--- src/rtl/dsv_pkg.sv ---
// Shared types, constants and helper functions for the date-time string validator.
// Used by dsv_parser, dsv_checker and datetime_string_validator; depends on nothing.
`default_nettype none

package dsv_pkg;

	localparam logic [3:0]  STR_LEN        = 4'd14;
	localparam logic [3:0]  POS_SAT        = 4'd15;
	localparam logic [13:0] MIN_YEAR_RESET = 14'd1970;

	// Character positions where each decimal field ends (exclusive).
	localparam logic [3:0] CENT_END   = 4'd2;
	localparam logic [3:0] YEAR_END   = 4'd4;
	localparam logic [3:0] MONTH_END  = 4'd6;
	localparam logic [3:0] DAY_END    = 4'd8;
	localparam logic [3:0] HOUR_END   = 4'd10;
	localparam logic [3:0] MINUTE_END = 4'd12;

	localparam logic [7:0] CHAR_ZERO = 8'h30;
	localparam logic [7:0] CHAR_NINE = 8'h39;

	localparam logic [6:0] MONTH_FEB  = 7'd2;
	localparam logic [6:0] MONTH_DEC  = 7'd12;
	localparam logic [6:0] HOUR_MAX   = 7'd23;
	localparam logic [6:0] MINSEC_MAX = 7'd59;

	localparam logic STATUS_VALID   = 1'b0;
	localparam logic STATUS_INVALID = 1'b1;

	// Snapshot of the accumulators for one finished string.
	typedef struct packed {
		logic [3:0]  pos;
		logic        bad;
		logic [13:0] year;
		logic [6:0]  cent;
		logic [6:0]  yy;
		logic [6:0]  month;
		logic [6:0]  day;
		logic [6:0]  hour;
		logic [6:0]  minute;
		logic [6:0]  second;
	} parsed_t;

	// v * 10 + d, built from two shifts and adds.
	function automatic logic [13:0] times10_add(input logic [13:0] v, input logic [3:0] d);
		logic [13:0] r;
		r = (v << 3) + (v << 1) + {10'd0, d};
		return r;
	endfunction

	function automatic logic [4:0] month_days(input logic [6:0] month, input logic leap);
		logic [4:0] r;
		case (month)
			7'd1:    r = 5'd31;
			7'd2:    r = leap ? 5'd29 : 5'd28;
			7'd3:    r = 5'd31;
			7'd4:    r = 5'd30;
			7'd5:    r = 5'd31;
			7'd6:    r = 5'd30;
			7'd7:    r = 5'd31;
			7'd8:    r = 5'd31;
			7'd9:    r = 5'd30;
			7'd10:   r = 5'd31;
			7'd11:   r = 5'd30;
			7'd12:   r = 5'd31;
			default: r = 5'd0;
		endcase
		return r;
	endfunction

endpackage

`default_nettype wire

--- src/rtl/dsv_parser.sv ---
// Character accumulator for the date-time validator: position count, non-digit flag and
// decimal field accumulators, plus the snapshot register handed to the checker. Uses dsv_pkg.
`default_nettype none

module dsv_parser (
	input  wire                   clk,
	input  wire                   arst_n,
	input  wire                   accept,
	input  wire  [7:0]            char_code,
	input  wire                   last_char,
	input  wire                   take_s1,
	output logic                  valid_s1,
	output dsv_pkg::parsed_t      parsed_s1
);
	import dsv_pkg::*;

	parsed_t acc_q;
	parsed_t acc_next;
	logic    is_digit;
	logic [3:0] dg;

	assign is_digit = (char_code >= CHAR_ZERO) && (char_code <= CHAR_NINE);
	assign dg       = char_code[3:0];

	always_comb begin
		acc_next = acc_q;
		if (acc_q.pos < STR_LEN) begin
			if (!is_digit) begin
				acc_next.bad = 1'b1;
			end else if (acc_q.pos < YEAR_END) begin
				acc_next.year = times10_add(acc_q.year, dg);
				// Century and the last two digits are kept apart for the leap test.
				if (acc_q.pos < CENT_END) begin
					acc_next.cent = 7'(times10_add({7'd0, acc_q.cent}, dg));
				end else begin
					acc_next.yy = 7'(times10_add({7'd0, acc_q.yy}, dg));
				end
			end else if (acc_q.pos < MONTH_END) begin
				acc_next.month = 7'(times10_add({7'd0, acc_q.month}, dg));
			end else if (acc_q.pos < DAY_END) begin
				acc_next.day = 7'(times10_add({7'd0, acc_q.day}, dg));
			end else if (acc_q.pos < HOUR_END) begin
				acc_next.hour = 7'(times10_add({7'd0, acc_q.hour}, dg));
			end else if (acc_q.pos < MINUTE_END) begin
				acc_next.minute = 7'(times10_add({7'd0, acc_q.minute}, dg));
			end else begin
				acc_next.second = 7'(times10_add({7'd0, acc_q.second}, dg));
			end
		end
		if (acc_q.pos != POS_SAT) begin
			acc_next.pos = acc_q.pos + 4'd1;
		end
	end

	always_ff @(posedge clk or negedge arst_n) begin
		if (!arst_n) begin
			acc_q    <= '0;
			valid_s1 <= 1'b0;
		end else begin
			if (accept) begin
				if (last_char) begin
					acc_q <= '0;
				end else begin
					acc_q <= acc_next;
				end
			end
			if (accept && last_char) begin
				valid_s1 <= 1'b1;
			end else if (take_s1) begin
				valid_s1 <= 1'b0;
			end
		end
	end

	always_ff @(posedge clk) begin
		if (accept && last_char) begin
			parsed_s1 <= acc_next;
		end
	end

	a_clear_after_last: assert property (@(posedge clk) disable iff (!arst_n)
		(accept && last_char) |=> (acc_q.pos == 4'd0 && !acc_q.bad && acc_q.year == 14'd0))
		else $error("accumulators not cleared after the last word");

	a_pos_count: assert property (@(posedge clk) disable iff (!arst_n)
		(accept && !last_char && acc_q.pos != POS_SAT) |=> (acc_q.pos == $past(acc_q.pos) + 4'd1))
		else $error("position count did not advance");

	a_pos_sat: assert property (@(posedge clk) disable iff (!arst_n)
		(accept && !last_char && acc_q.pos == POS_SAT) |=> (acc_q.pos == POS_SAT))
		else $error("position count left saturation");

endmodule

`default_nettype wire

--- src/rtl/dsv_checker.sv ---
// Range and calendar checks on a finished string, and the result register of the stream.
// Uses dsv_pkg.
`default_nettype none

module dsv_checker (
	input  wire                   clk,
	input  wire                   arst_n,
	input  wire                   valid_s1,
	input  wire dsv_pkg::parsed_t parsed_s1,
	input  wire  [13:0]           min_year,
	input  wire                   m_tready,
	output logic                  take_s1,
	output logic                  m_tvalid,
	output logic                  status_s2,
	output logic [13:0]           year_s2,
	output logic [6:0]            month_s2,
	output logic [6:0]            day_s2,
	output logic [6:0]            hour_s2,
	output logic [6:0]            minute_s2,
	output logic [6:0]            second_s2
);
	import dsv_pkg::*;

	logic       leap;
	logic [4:0] mlen;
	logic       ok;

	// A year is a leap year when its last two digits divide by four, or when they are
	// zero and the century divides by four.
	assign leap = (parsed_s1.yy == 7'd0) ? (parsed_s1.cent[1:0] == 2'd0)
	                                     : (parsed_s1.yy[1:0] == 2'd0);
	assign mlen = month_days(parsed_s1.month, leap);

	assign ok = (parsed_s1.pos == STR_LEN) && !parsed_s1.bad &&
	            (parsed_s1.year >= min_year) &&
	            (parsed_s1.month >= 7'd1) && (parsed_s1.month <= MONTH_DEC) &&
	            (parsed_s1.day >= 7'd1) && (parsed_s1.day <= {2'b00, mlen}) &&
	            (parsed_s1.hour <= HOUR_MAX) && (parsed_s1.minute <= MINSEC_MAX) &&
	            (parsed_s1.second <= MINSEC_MAX);

	assign take_s1 = valid_s1 && (!m_tvalid || m_tready);

	always_ff @(posedge clk or negedge arst_n) begin
		if (!arst_n) begin
			m_tvalid <= 1'b0;
		end else if (take_s1) begin
			m_tvalid <= 1'b1;
		end else if (m_tready) begin
			m_tvalid <= 1'b0;
		end
	end

	always_ff @(posedge clk) begin
		if (take_s1) begin
			status_s2 <= ok ? STATUS_VALID : STATUS_INVALID;
			year_s2   <= ok ? parsed_s1.year : 14'd0;
			month_s2  <= ok ? parsed_s1.month : 7'd0;
			day_s2    <= ok ? parsed_s1.day : 7'd0;
			hour_s2   <= ok ? parsed_s1.hour : 7'd0;
			minute_s2 <= ok ? parsed_s1.minute : 7'd0;
			second_s2 <= ok ? parsed_s1.second : 7'd0;
		end
	end

	a_invalid_zero: assert property (@(posedge clk) disable iff (!arst_n)
		(m_tvalid && status_s2 == STATUS_INVALID) |->
		(year_s2 == 14'd0 && month_s2 == 7'd0 && day_s2 == 7'd0 && hour_s2 == 7'd0 &&
		 minute_s2 == 7'd0 && second_s2 == 7'd0))
		else $error("invalid result carries nonzero fields");

	a_valid_ranges: assert property (@(posedge clk) disable iff (!arst_n)
		(m_tvalid && status_s2 == STATUS_VALID) |->
		(month_s2 >= 7'd1 && month_s2 <= MONTH_DEC && day_s2 >= 7'd1 && day_s2 <= 7'd31 &&
		 hour_s2 <= HOUR_MAX && minute_s2 <= MINSEC_MAX && second_s2 <= MINSEC_MAX))
		else $error("valid result out of range");

	a_feb_limit: assert property (@(posedge clk) disable iff (!arst_n)
		(m_tvalid && status_s2 == STATUS_VALID && month_s2 == MONTH_FEB) |-> (day_s2 <= 7'd29))
		else $error("February day beyond 29 passed");

endmodule

`default_nettype wire

--- src/rtl/datetime_string_validator.sv ---
// Top level of the yyyyMMddHHmmss date-time string validator.
// Depends on dsv_pkg, dsv_parser and dsv_checker.
//
// Usage:
//   The slave stream takes one ASCII character per word on s_tdata; s_tlast marks the
//   final character of a string. For every string the master stream gives one word:
//   m_tuser is 0 for a valid date-time and 1 for an invalid string, and m_tdata holds
//   the parsed year, month, day, hour, minute and second (all zero when invalid).
//   The cfg channel writes the minimum accepted year; cfg_ready is always high, and it
//   should be written only while no string is in flight.
//   Throughput: one character per cycle while s_tready is high. The result for a string
//   moves from the snapshot register through the check logic into the result register,
//   which drives the master side.
//   When the receiver stalls, the result register holds its word and one more finished
//   string can wait in the snapshot register; while that register is full and cannot
//   move on, s_tready is low for every character.
//   Reset clears all accumulators and both valid flags, and sets the minimum year to 1970.
`default_nettype none

module datetime_string_validator (
	input  wire         clk,
	input  wire         arst_n,
	input  wire         s_tvalid,
	output logic        s_tready,
	input  wire  [7:0]  s_tdata,   // [7:0] char_code
	input  wire         s_tlast,
	output logic        m_tvalid,
	input  wire         m_tready,
	output logic [55:0] m_tdata,   // [13:0] year, [20:14] month, [27:21] day,
	                               // [34:28] hour, [41:35] minute, [48:42] second, rest zero
	output logic        m_tuser,   // [0] status
	input  wire         cfg_valid,
	output logic        cfg_ready,
	input  wire  [13:0] cfg_data
);
	import dsv_pkg::*;

	logic        accept;
	logic        valid_s1;
	logic        take_s1;
	parsed_t     parsed_s1;
	logic [13:0] min_year_q;
	logic [13:0] year_s2;
	logic [6:0]  month_s2;
	logic [6:0]  day_s2;
	logic [6:0]  hour_s2;
	logic [6:0]  minute_s2;
	logic [6:0]  second_s2;

	assign cfg_ready = 1'b1;
	assign s_tready  = !valid_s1 || take_s1;
	assign accept    = s_tvalid && s_tready;

	always_ff @(posedge clk or negedge arst_n) begin
		if (!arst_n) begin
			min_year_q <= MIN_YEAR_RESET;
		end else if (cfg_valid && cfg_ready) begin
			min_year_q <= cfg_data;
		end
	end

	dsv_parser u_parser (
		.clk       (clk),
		.arst_n    (arst_n),
		.accept    (accept),
		.char_code (s_tdata),
		.last_char (s_tlast),
		.take_s1   (take_s1),
		.valid_s1  (valid_s1),
		.parsed_s1 (parsed_s1)
	);

	dsv_checker u_checker (
		.clk       (clk),
		.arst_n    (arst_n),
		.valid_s1  (valid_s1),
		.parsed_s1 (parsed_s1),
		.min_year  (min_year_q),
		.m_tready  (m_tready),
		.take_s1   (take_s1),
		.m_tvalid  (m_tvalid),
		.status_s2 (m_tuser),
		.year_s2   (year_s2),
		.month_s2  (month_s2),
		.day_s2    (day_s2),
		.hour_s2   (hour_s2),
		.minute_s2 (minute_s2),
		.second_s2 (second_s2)
	);

	assign m_tdata = {7'd0, second_s2, minute_s2, hour_s2, day_s2, month_s2, year_s2};

endmodule

`default_nettype wire

--- config.mk ---
export PLATFORM = sky130hd
export DESIGN_NAME = datetime_string_validator
export DESIGN_NICKNAME = d
export VERILOG_FILES = /design/src/rtl/dsv_pkg.sv /design/src/rtl/dsv_parser.sv /design/src/rtl/dsv_checker.sv /design/src/rtl/datetime_string_validator.sv
export SDC_FILE = /design/constraint.sdc
export NUM_CORES = 1
export LEC_CHECK = 0
export BUFFER_PORTS_ARGS = -buffer_cell sky130_fd_sc_hd__buf_2
export CAP_MARGIN = 20
export CELL_PAD_IN_SITES_DETAIL_PLACEMENT = 0
export CELL_PAD_IN_SITES_GLOBAL_PLACEMENT = 1
export CORE_MARGIN = 1.5
export CORE_UTILIZATION = 45
export DETAILED_ROUTE_END_ITERATION = 7
export GPL_TIMING_DRIVEN = 0
export PLACE_DENSITY = 0.8
export SETUP_SLACK_MARGIN = 0.3
export SLEW_MARGIN = 20
export SYNTH_ARGS = -nofsm -noshare
export SYNTH_HDL_FRONTEND = slang
export SYNTH_HIERARCHICAL = 1
export SYNTH_SLANG_ARGS = --single-unit
--- constraint.sdc ---
create_clock -name clk -period 6.1 [get_ports clk]
set_input_delay 0.61 -clock clk [delete_from_list [all_inputs] [get_ports clk]]
set_output_delay 0.61 -clock clk [all_outputs]
set_load 0.01 [all_outputs]
==> impl_metrics.yaml, run 1 <==
status:
  outcome: "finished, final reports clean"
logic_synthesis:
  synthCells: 911
  syn-cell-area_mm2: 0.0107
  synth_warnings: 6
  avgSynthCellArea_um2: 11.8
critical_path:
  cp-start-kind: "flop"
  critPathMaxFanout: 10
  critical_path.endpoint_type: "flop"
  r2r-start: "u_parser/parsed_s1[29]"
  cp.required_ns: 6.41
  startpoint: "u_parser/parsed_s1[29]"
  path_class: "flop to flop"
  max_stage_delay_ns: 0.60
  cp.arrival_ns: 4.46
  crit_chain: "o211a_1, nor4_1, o41a_1, clkbuf_1, inv_1, ha_1, a211oi_1, a21oi_1, a2111oi_4, clkbuf_2, and4_2"
  r2r_setup_slack_ns: 1.95
  rr_worst_depth: 11
  cp_slowest_cell: "nor4_1"
  reg2reg_to: "u_checker/day_s2[1]"
  critPathCapture: "u_checker/day_s2[1]"
global_routing:
  antenna_found_initial: 0
  grt.total_usage_pct: 20.9
  grt_max_degree: 49
  grt-ovfl-total: 0
  grt_pass1_vias: 7169
  grt_pass1_wl_um: 39200
clock_tree:
  postCtsSetupBuffers: 0
  ctsHoldBuffers: 0
  htree_levels: 4
  cts_resized: 0
  cts_buffer_depth: 2
  clk_pin_slew_ns: 0.08
  insertion_delay_ns: 0.44
  clkSinkCount: 192
  numCtsBuffers: 17
  root_buffer: "clkbuf_16"
  cts_tree: "yes"
route:
  firstDrtPassIters: 5
  wl_um: 24600
  first_iter_violations: 477
  via_count: 7438
  antenna_left: 0
  vias_per_cell: 5.47
  avgRoutedWirePerCell_um: 18.1
  drc: 0
die:
  dieArea_mm2: 0.0248
  start_util_pct: 45.7
  die_h_um: 157
  fp-row-count: 56
  coreArea_mm2: 0.0235
  boundaryPins: 88
  die_x_um: 157
layout:
  drive_above_1_share_pct: 20.1
  final_cell_mix: "edfxtp_1, ha_1, nand2_1"
  final_common_cell: "edfxtp_1"
  fill_cells: 2024
  syn_to_final_growth_pct: 14.8
  nets: 1160
  num_antenna_cells: 0
  fin_cells: 1359
power:
  pwr_density_cell_mw_per_mm2: 463
  ir_drop_mv: 0.250
  pwr-share-clk_pct: 19.7
  netSwitchingFraction_pct: 39.5
  p_int_mw: 3.46
  pwr-share-seq_pct: 36.4
  p_leak_nw: 5.35
  p_sw_mw: 2.26
  comb_power_share_pct: 43.9
sta:
  fin_crit_sh_pct: 68.0
  fin_crit_ns: 4.15
  skew_ns: 0.0128
  report.final.slew_viol_count: 0
  hold_ws_ns: 0.147
  max_freq_ghz: 0.241
  setup_viol: 0
  rsz0062_at_grt: "no"
  finalHoldViolations: 0
  worstMarginPinSlew_ns: 0.848
  maxSlewHeadroom_pct: 42.0
placed_design:
  finalWeightedCongestion: 0.810
  dpl.cell_count: 1327
  dp_hpwl_um: 18100
  io_buffers: 78
min_path:
  hold_path_class: "input pin to asynchronous set/reset pin"
run:
  cap_violations: 0
==> critical path: cells and delay by family, from the launching register on <==
kind	cells	cell delay [ns]
adder cells (fa/ha/maj)	1	0.34
AND/OR/NAND/NOR	2	0.85
buffers and inverters	3	0.81
AO/OA/AOI/OAI	5	1.50
flip-flops	1	0.52
==> worst min-delay path by stage <==
stage / endpoint / startpoint / depth (start not counted)
after detailed placement: u_parser/acc_q[62] / u_parser/acc_q[62] / 2
final: u_parser/acc_q[3] / arst_n / 2
after floorplan: min_year_q[0] / arst_n / 0
after global placement: u_parser/acc_q[62] / u_parser/acc_q[62] / 2
after CTS: u_parser/acc_q[10] / arst_n / 2
after global routing: u_parser/acc_q[3] / arst_n / 2
==> layer usage <==
layer	vias up	track usage (%)	part of all wire (%)
met3	28	4.35	5.4
li1	3598	-	-
met5	-	0	0
met1	3608	28.7	48
met2	204	33.0	45
met4	0	6.69	1.8
==> sequential cells by signal (all words and copies together) (netlist names) <==
register	flops
min_year_q	14
u_checker/minute_s2	7
u_parser/parsed_s1	63
u_checker/year_s2	14
u_checker/m_tvalid	1
u_checker/hour_s2	7
u_parser/valid_s1	1
u_checker/day_s2	7
u_checker/second_s2	7
u_parser/acc_q	63
u_checker/status_s2	1
u_checker/month_s2	7
==> power by group through the flow <==
stage                     Sequential (mW)  Combinational (mW)  Clock [mW]
after floorplan                      2.08                1.81           0
after global placement               2.11                2.41           0
after detailed placement             2.10                2.50           0
after CTS                            2.08                2.52        1.15
after global routing                 2.13                2.83        1.21
final                                2.08                2.51        1.13
==> area by class of cell <==
type,instances,area [um2],share of cell area (%)
tap,319,399,3.24
timing repair buffer,83,515,4.18
buffer,53,253,2.05
inverter,63,236,1.92
multi-input combinational,617,4930,40.0
clock inverter,15,190,1.54
clock buffer,17,425,3.45
sequential,192,5380,43.6
==> stage by stage <==
stage                     power, mW  setup WS [ns]  cell area [um2]  TNS (ns)  utilization, %
after floorplan                3.89           1.22            10800         0               -
after global placement         4.52         -0.609            11600    -38.63            49.3
after detailed placement       4.60           2.12            11700         0            49.9
after CTS                      5.74           2.11            12300         0            52.5
after global routing           6.17           1.64            12300         0            52.5
final                          5.71           1.95            12300         0            52.5
Note: power is estimated with default switching activity, not from simulation.
==> run 2: changes to the inputs <==
Settings changed: ABC_AREA from default to 1, CORE_UTILIZATION 45 to 43.
Clock period 6.1 ns to 3.7 ns, I/O delays scaled along.
==> run 2 against run 1 <==
Net effect:
- fmax up 42%
- clock power up 56%
- synthesized cell count increased by 30%
- sequential share of layout area decreased by 0.83 points
- sequential power increased by 36%
- combinational power is 45% lower
- critical endpoint is now u_parser/acc_q[15]
- largest cell class unchanged
==> impl_metrics.yaml, run 2 <==
global_routing:
  grt_pass1_wl_um: 38700
  grt_pass1_vias: 7584
  grt.total_usage_pct: 18.8
  grt-ovfl-total: 0
  antenna_found_initial: 0
  grt_max_degree: 54
route:
  antenna_left: 0
  firstDrtPassIters: 5
  via_count: 7786
  avgRoutedWirePerCell_um: 14.3
  vias_per_cell: 4.74
  first_iter_violations: 548
  wl_um: 23400
  drc: 0
clock_tree:
  cts_buffer_depth: 2
  root_buffer: "clkbuf_16"
  insertion_delay_ns: 0.44
  postCtsSetupBuffers: 0
  htree_levels: 4
  numCtsBuffers: 17
  cts_tree: "yes"
  clk_pin_slew_ns: 0.07
  clkSinkCount: 192
die:
  dieArea_mm2: 0.0266
  start_util_pct: 43.7
  die_x_um: 163
  coreArea_mm2: 0.0252
  boundaryPins: 88
  fp-row-count: 58
  die_h_um: 163
power:
  ir_drop_mv: 0.386
  pwr_density_cell_mw_per_mm2: 475
  p_sw_mw: 1.92
  comb_power_share_pct: 23.2
  p_int_mw: 4.04
  netSwitchingFraction_pct: 32.3
  pwr-share-clk_pct: 29.4
  pwr-share-seq_pct: 47.3
  p_leak_nw: 6.31
placed_design:
  finalWeightedCongestion: 0.831
  dpl.cell_count: 1608
  pre_cts_slack_ns: 0.431
  dp_hpwl_um: 17700
  io_buffers: 78
layout:
  multi_input_area_mm2: 0.00459
  fill_cells: 2298
  seq_area_mm2: 0.00538
  fin_cells: 1641
  syn_to_final_growth_pct: 14.0
  nets: 1431
  drive_above_1_share_pct: 16.8
  final_cell_mix: "nand2_1, inv_1, edfxtp_1"
  num_antenna_cells: 0
  fin_util_pct: 49.9
  final_common_cell: "nand2_1"
  reg_top3: "u_parser/acc_q x63, u_parser/parsed_s1 x63"
sta:
  maxSlewHeadroom_pct: 52.5
  report.final.slew_viol_count: 0
  setup_viol: 0
  setup_ws_ns: 0.774
  rsz0062_at_grt: "no"
  max_freq_ghz: 0.342
  skew_ns: 0.0115
  worstMarginPinSlew_ns: 0.711
  fin_crit_ns: 2.93
  finalHoldViolations: 0
  hold_ws_ns: 0.135
  fin_crit_sh_pct: 79.1
logic_synthesis:
  syn-cell-area_mm2: 0.0110
  synth_warnings: 6
  avgSynthCellArea_um2: 9.32
  synthCells: 1182
status:
  outcome: "finished, final reports clean"
critical_path:
  critical_path.endpoint_type: "flop"
  cp.required_ns: 4.05
  cp-start-kind: "flop"
  path_class: "flop to flop"
  cp.arrival_ns: 3.27
  critPathMaxFanout: 24
  r2r_setup_slack_ns: 0.77
run:
  cap_violations: 0
min_path:
  hold_path_class: "input pin to flop"
run 2: through the flow:
step	power [mW]	setup TNS, ns	cell area (um2)
3_3_place_gp	4.17	-13.29	11900
2_1_floorplan	3.69	0	11100
6_report	5.97	0	12600
3_5_place_dp	4.27	0	12000
4_1_cts	6.03	0	12600
5_1_grt	6.31	0	12600
run 2: power by group through the flow:
| stage | combinational, mW | sequential [mW] | clock (mW) |
|---|---|---|---|
| after floorplan | 0.755 | 2.94 | 0 |
| after global placement | 1.29 | 2.88 | 0 |
| after detailed placement | 1.40 | 2.87 | 0 |
| after CTS | 1.41 | 2.83 | 1.80 |
| after global routing | 1.56 | 2.86 | 1.88 |
| final | 1.39 | 2.82 | 1.76 |
run 2: per-layer routing:
layer  up-vias  part of all wire [%]  global-route usage [%]
li1       3996                     -                       -
met5         -                     0                       0
met1      3618                    48                    25.8
met4         0                   1.8                    5.30
met2       143                    46                    30.6
met3        29                   3.7                    3.15
run 2: critical path: stages (launching register included):
cell	delay, ns
dfrtp_1	0.39
inv_1	0.09
a21oi_4	0.32
buf_16	0.23
inv_1	0.07
a21oi_1	0.12
buf_2	0.27
inv_2	0.15
nor2_2	0.36
inv_1	0.23
clkbuf_1	0.36
o22ai_1	0.22
run 2: final timing paths:
kind,endpoint,depth (start not counted),from
min,min_year_q[9],3,cfg_data[9]
min reg2reg,min_year_q[8],2,min_year_q[8]
max in group asynchronous,min_year_q[5],3,arst_n
max,u_parser/acc_q[15],11,u_parser/valid_s1
max reg2reg,u_parser/acc_q[15],11,u_parser/valid_s1
min in group asynchronous,u_parser/acc_q[1],2,arst_n
run 2: timing repair:
action	in CTS	in global routing
hold buffers	1	0
hold endpoints to repair	21	0
resized for setup	0	0
run 2: area by class of cell:
cell class                 count  share of cell area (%)
clock inverter                13                   0.996
buffer                        36                    1.94
tap                          330                    3.29
inverter                     231                    6.97
sequential                   192                    42.8
clock buffer                  19                    3.45
timing repair buffer          83                    4.05
multi-input combinational    737                    36.5
==> run 3: changes to the inputs <==
Clock period 3.7 ns to 2.5 ns, I/O delays scaled along.
==> run 3 against run 2 <==
Net effect:
- sequential share of layout area is 4.0 points lower
- count of clock-buffer cells in the layout is 2 higher
- power grew 55%
- setup slack got worse by 0.70 ns
- routed wire length grew 6.9%
- global-route usage is 0.69 points higher
- clock power is 50% higher
- register-to-register slack got worse by 0.70 ns
- largest cell class unchanged
- highest routed layer unchanged
==> impl_metrics.yaml, run 3 (synthesized netlist as in run 2, its figures left out) <==
global_routing:
  antenna_found_initial: 0
  grt_pass1_wl_um: 39800
  grt_pass1_vias: 7862
  grt_max_degree: 61
  grt.total_usage_pct: 19.5
  grt-ovfl-total: 0
layout:
  stdcell_area_mm2: 0.0139
  final_cell_mix: "nand2_1, inv_1, edfxtp_1"
  drive_above_1_share_pct: 30.9
  fin_cells: 1700
  syn_to_final_growth_pct: 26.0
  reg_top3: "u_parser/acc_q x63, u_parser/parsed_s1 x63"
  nets: 1490
  final_common_cell: "nand2_1"
  num_antenna_cells: 0
critical_path:
  critical_path.endpoint_type: "flop"
  critPathMaxFanout: 6
  cp.required_ns: 2.69
  r2r-start: "u_parser/parsed_s1[31]"
  startpoint: "u_parser/parsed_s1[31]"
  cp-start-kind: "flop"
  cp.arrival_ns: 2.62
  path_class: "flop to flop"
route:
  via_count: 8090
  antenna_left: 0
  avgRoutedWirePerCell_um: 14.7
  firstDrtPassIters: 5
  vias_per_cell: 4.76
  drc: 0
  first_iter_violations: 447
  wl_um: 25100
clock_tree:
  root_buffer: "clkbuf_16"
  clkSinkCount: 192
  cts_buffer_depth: 2
  clk_pin_slew_ns: 0.07
  cts_tree: "yes"
  insertion_delay_ns: 0.44
  htree_levels: 4
  numCtsBuffers: 17
power:
  pwr-share-clk_pct: 28.5
  ir_drop_mv: 0.515
  p_int_mw: 6.35
  p_sw_mw: 2.91
  finalPower_mw: 9.26
  p_leak_nw: 6.74
  comb_power_share_pct: 26.4
  pwr_density_cell_mw_per_mm2: 668
  netSwitchingFraction_pct: 31.4
  pwr-share-seq_pct: 45.1
placed_design:
  dpl.cell_count: 1609
  finalWeightedCongestion: 0.829
  io_buffers: 78
  dp_hpwl_um: 18000
  placed_area_mm2: 0.0121
sta:
  max_freq_ghz: 0.413
  finalHoldViolations: 0
  rsz0062_at_grt: "yes"
  setup_viol: 0
  worstMarginPinSlew_ns: 0.731
  maxSlewHeadroom_pct: 51.3
  report.final.slew_viol_count: 0
  fin_crit_sh_pct: 97.0
  fin_crit_ns: 2.42
  skew_ns: 0.0132
die:
  dieArea_mm2: 0.0266
  start_util_pct: 43.7
  fp-row-count: 58
  boundaryPins: 88
  die_x_um: 163
  die_h_um: 163
  coreArea_mm2: 0.0252
run:
  cap_violations: 0
min_path:
  hold_path_class: "input pin to flop"
  hp-start: "cfg_data[9]"
status:
  outcome: "finished, final reports clean"
-- run 3: layout make-up --
class	instances	area, um2
fill	2228	11300
sequential	192	5380
clock inverter	11	104
inverter	231	880
tap	330	413
multi-input combinational	737	5260
buffer	36	342
timing repair buffer	142	1030
clock buffer	21	462
-- run 3: power groups by stage --
stage | clock network (mW) | registers, mW | logic, mW
floorplan | 0 | 4.34 | 1.16
global placement | 0 | 4.26 | 1.97
detailed placement | 0 | 4.25 | 2.14
CTS | 2.69 | 4.18 | 2.29
global route | 2.83 | 4.23 | 2.70
finish | 2.64 | 4.18 | 2.44
-- run 3: metal layers --
metal  up-vias  routed length (um)  track usage (%)
li1       4120                   -                -
met1      3804               11400             25.8
met2       143               12500             33.2
met3        23                 789             2.89
met4         0                 391             5.34
met5         -                   0                0
-- run 3: per-stage QoR --
stage          setup TNS [ns]  setup slack (ns)  utilization (%)  hold slack [ns]
2_1_floorplan          -27.51            -0.430                -          -0.0456
3_3_place_gp          -116.24             -1.24             47.7            0.454
3_5_place_dp           -11.93            -0.376             48.2            0.117
4_1_cts                     0             0.134             52.3          0.00668
5_1_grt                 -1.04           -0.0428             55.1           0.0211
6_report                    0            0.0762             55.1           0.0228
-- run 3: path summary, 6_finish.rpt --
kind | to | slack (ns) | depth (start not counted)
worst max-delay path | u_checker/year_s2[8] | 0.08 | 14
worst min-delay path | min_year_q[9] | 0.02 | 3
worst max register to register | u_checker/year_s2[8] | 0.08 | 14
worst min register to register | min_year_q[10] | 0.47 | 2
max in group asynchronous | u_parser/acc_q[9] | 1.67 | 3
min in group asynchronous | u_checker/m_tvalid | 0.22 | 2
-- run 3: timing repair --
action	in CTS	in global routing
hold buffers	1	0
resized for setup	72	113
setup buffers	32	25
pin swaps	36	75
endpoints found under the hold margin	44	0
endpoints found under the setup margin	181	87
cloned	0	1
-- run 3: critical path, cell delays in order (launching register included) --
cell and delay [ns]:
edfxtp_1 0.50, buf_4 0.19, a21oi_2 0.18, a31oi_4 0.12, ha_4 0.28, inv_1 0.03, o21bai_1 0.13, nand2_1 0.07
nand2_1 0.06, nand2_1 0.05, nand2_1 0.07, nand2_2 0.09, nand3_4 0.18, clkbuf_16 0.20, nor2_2 0.04
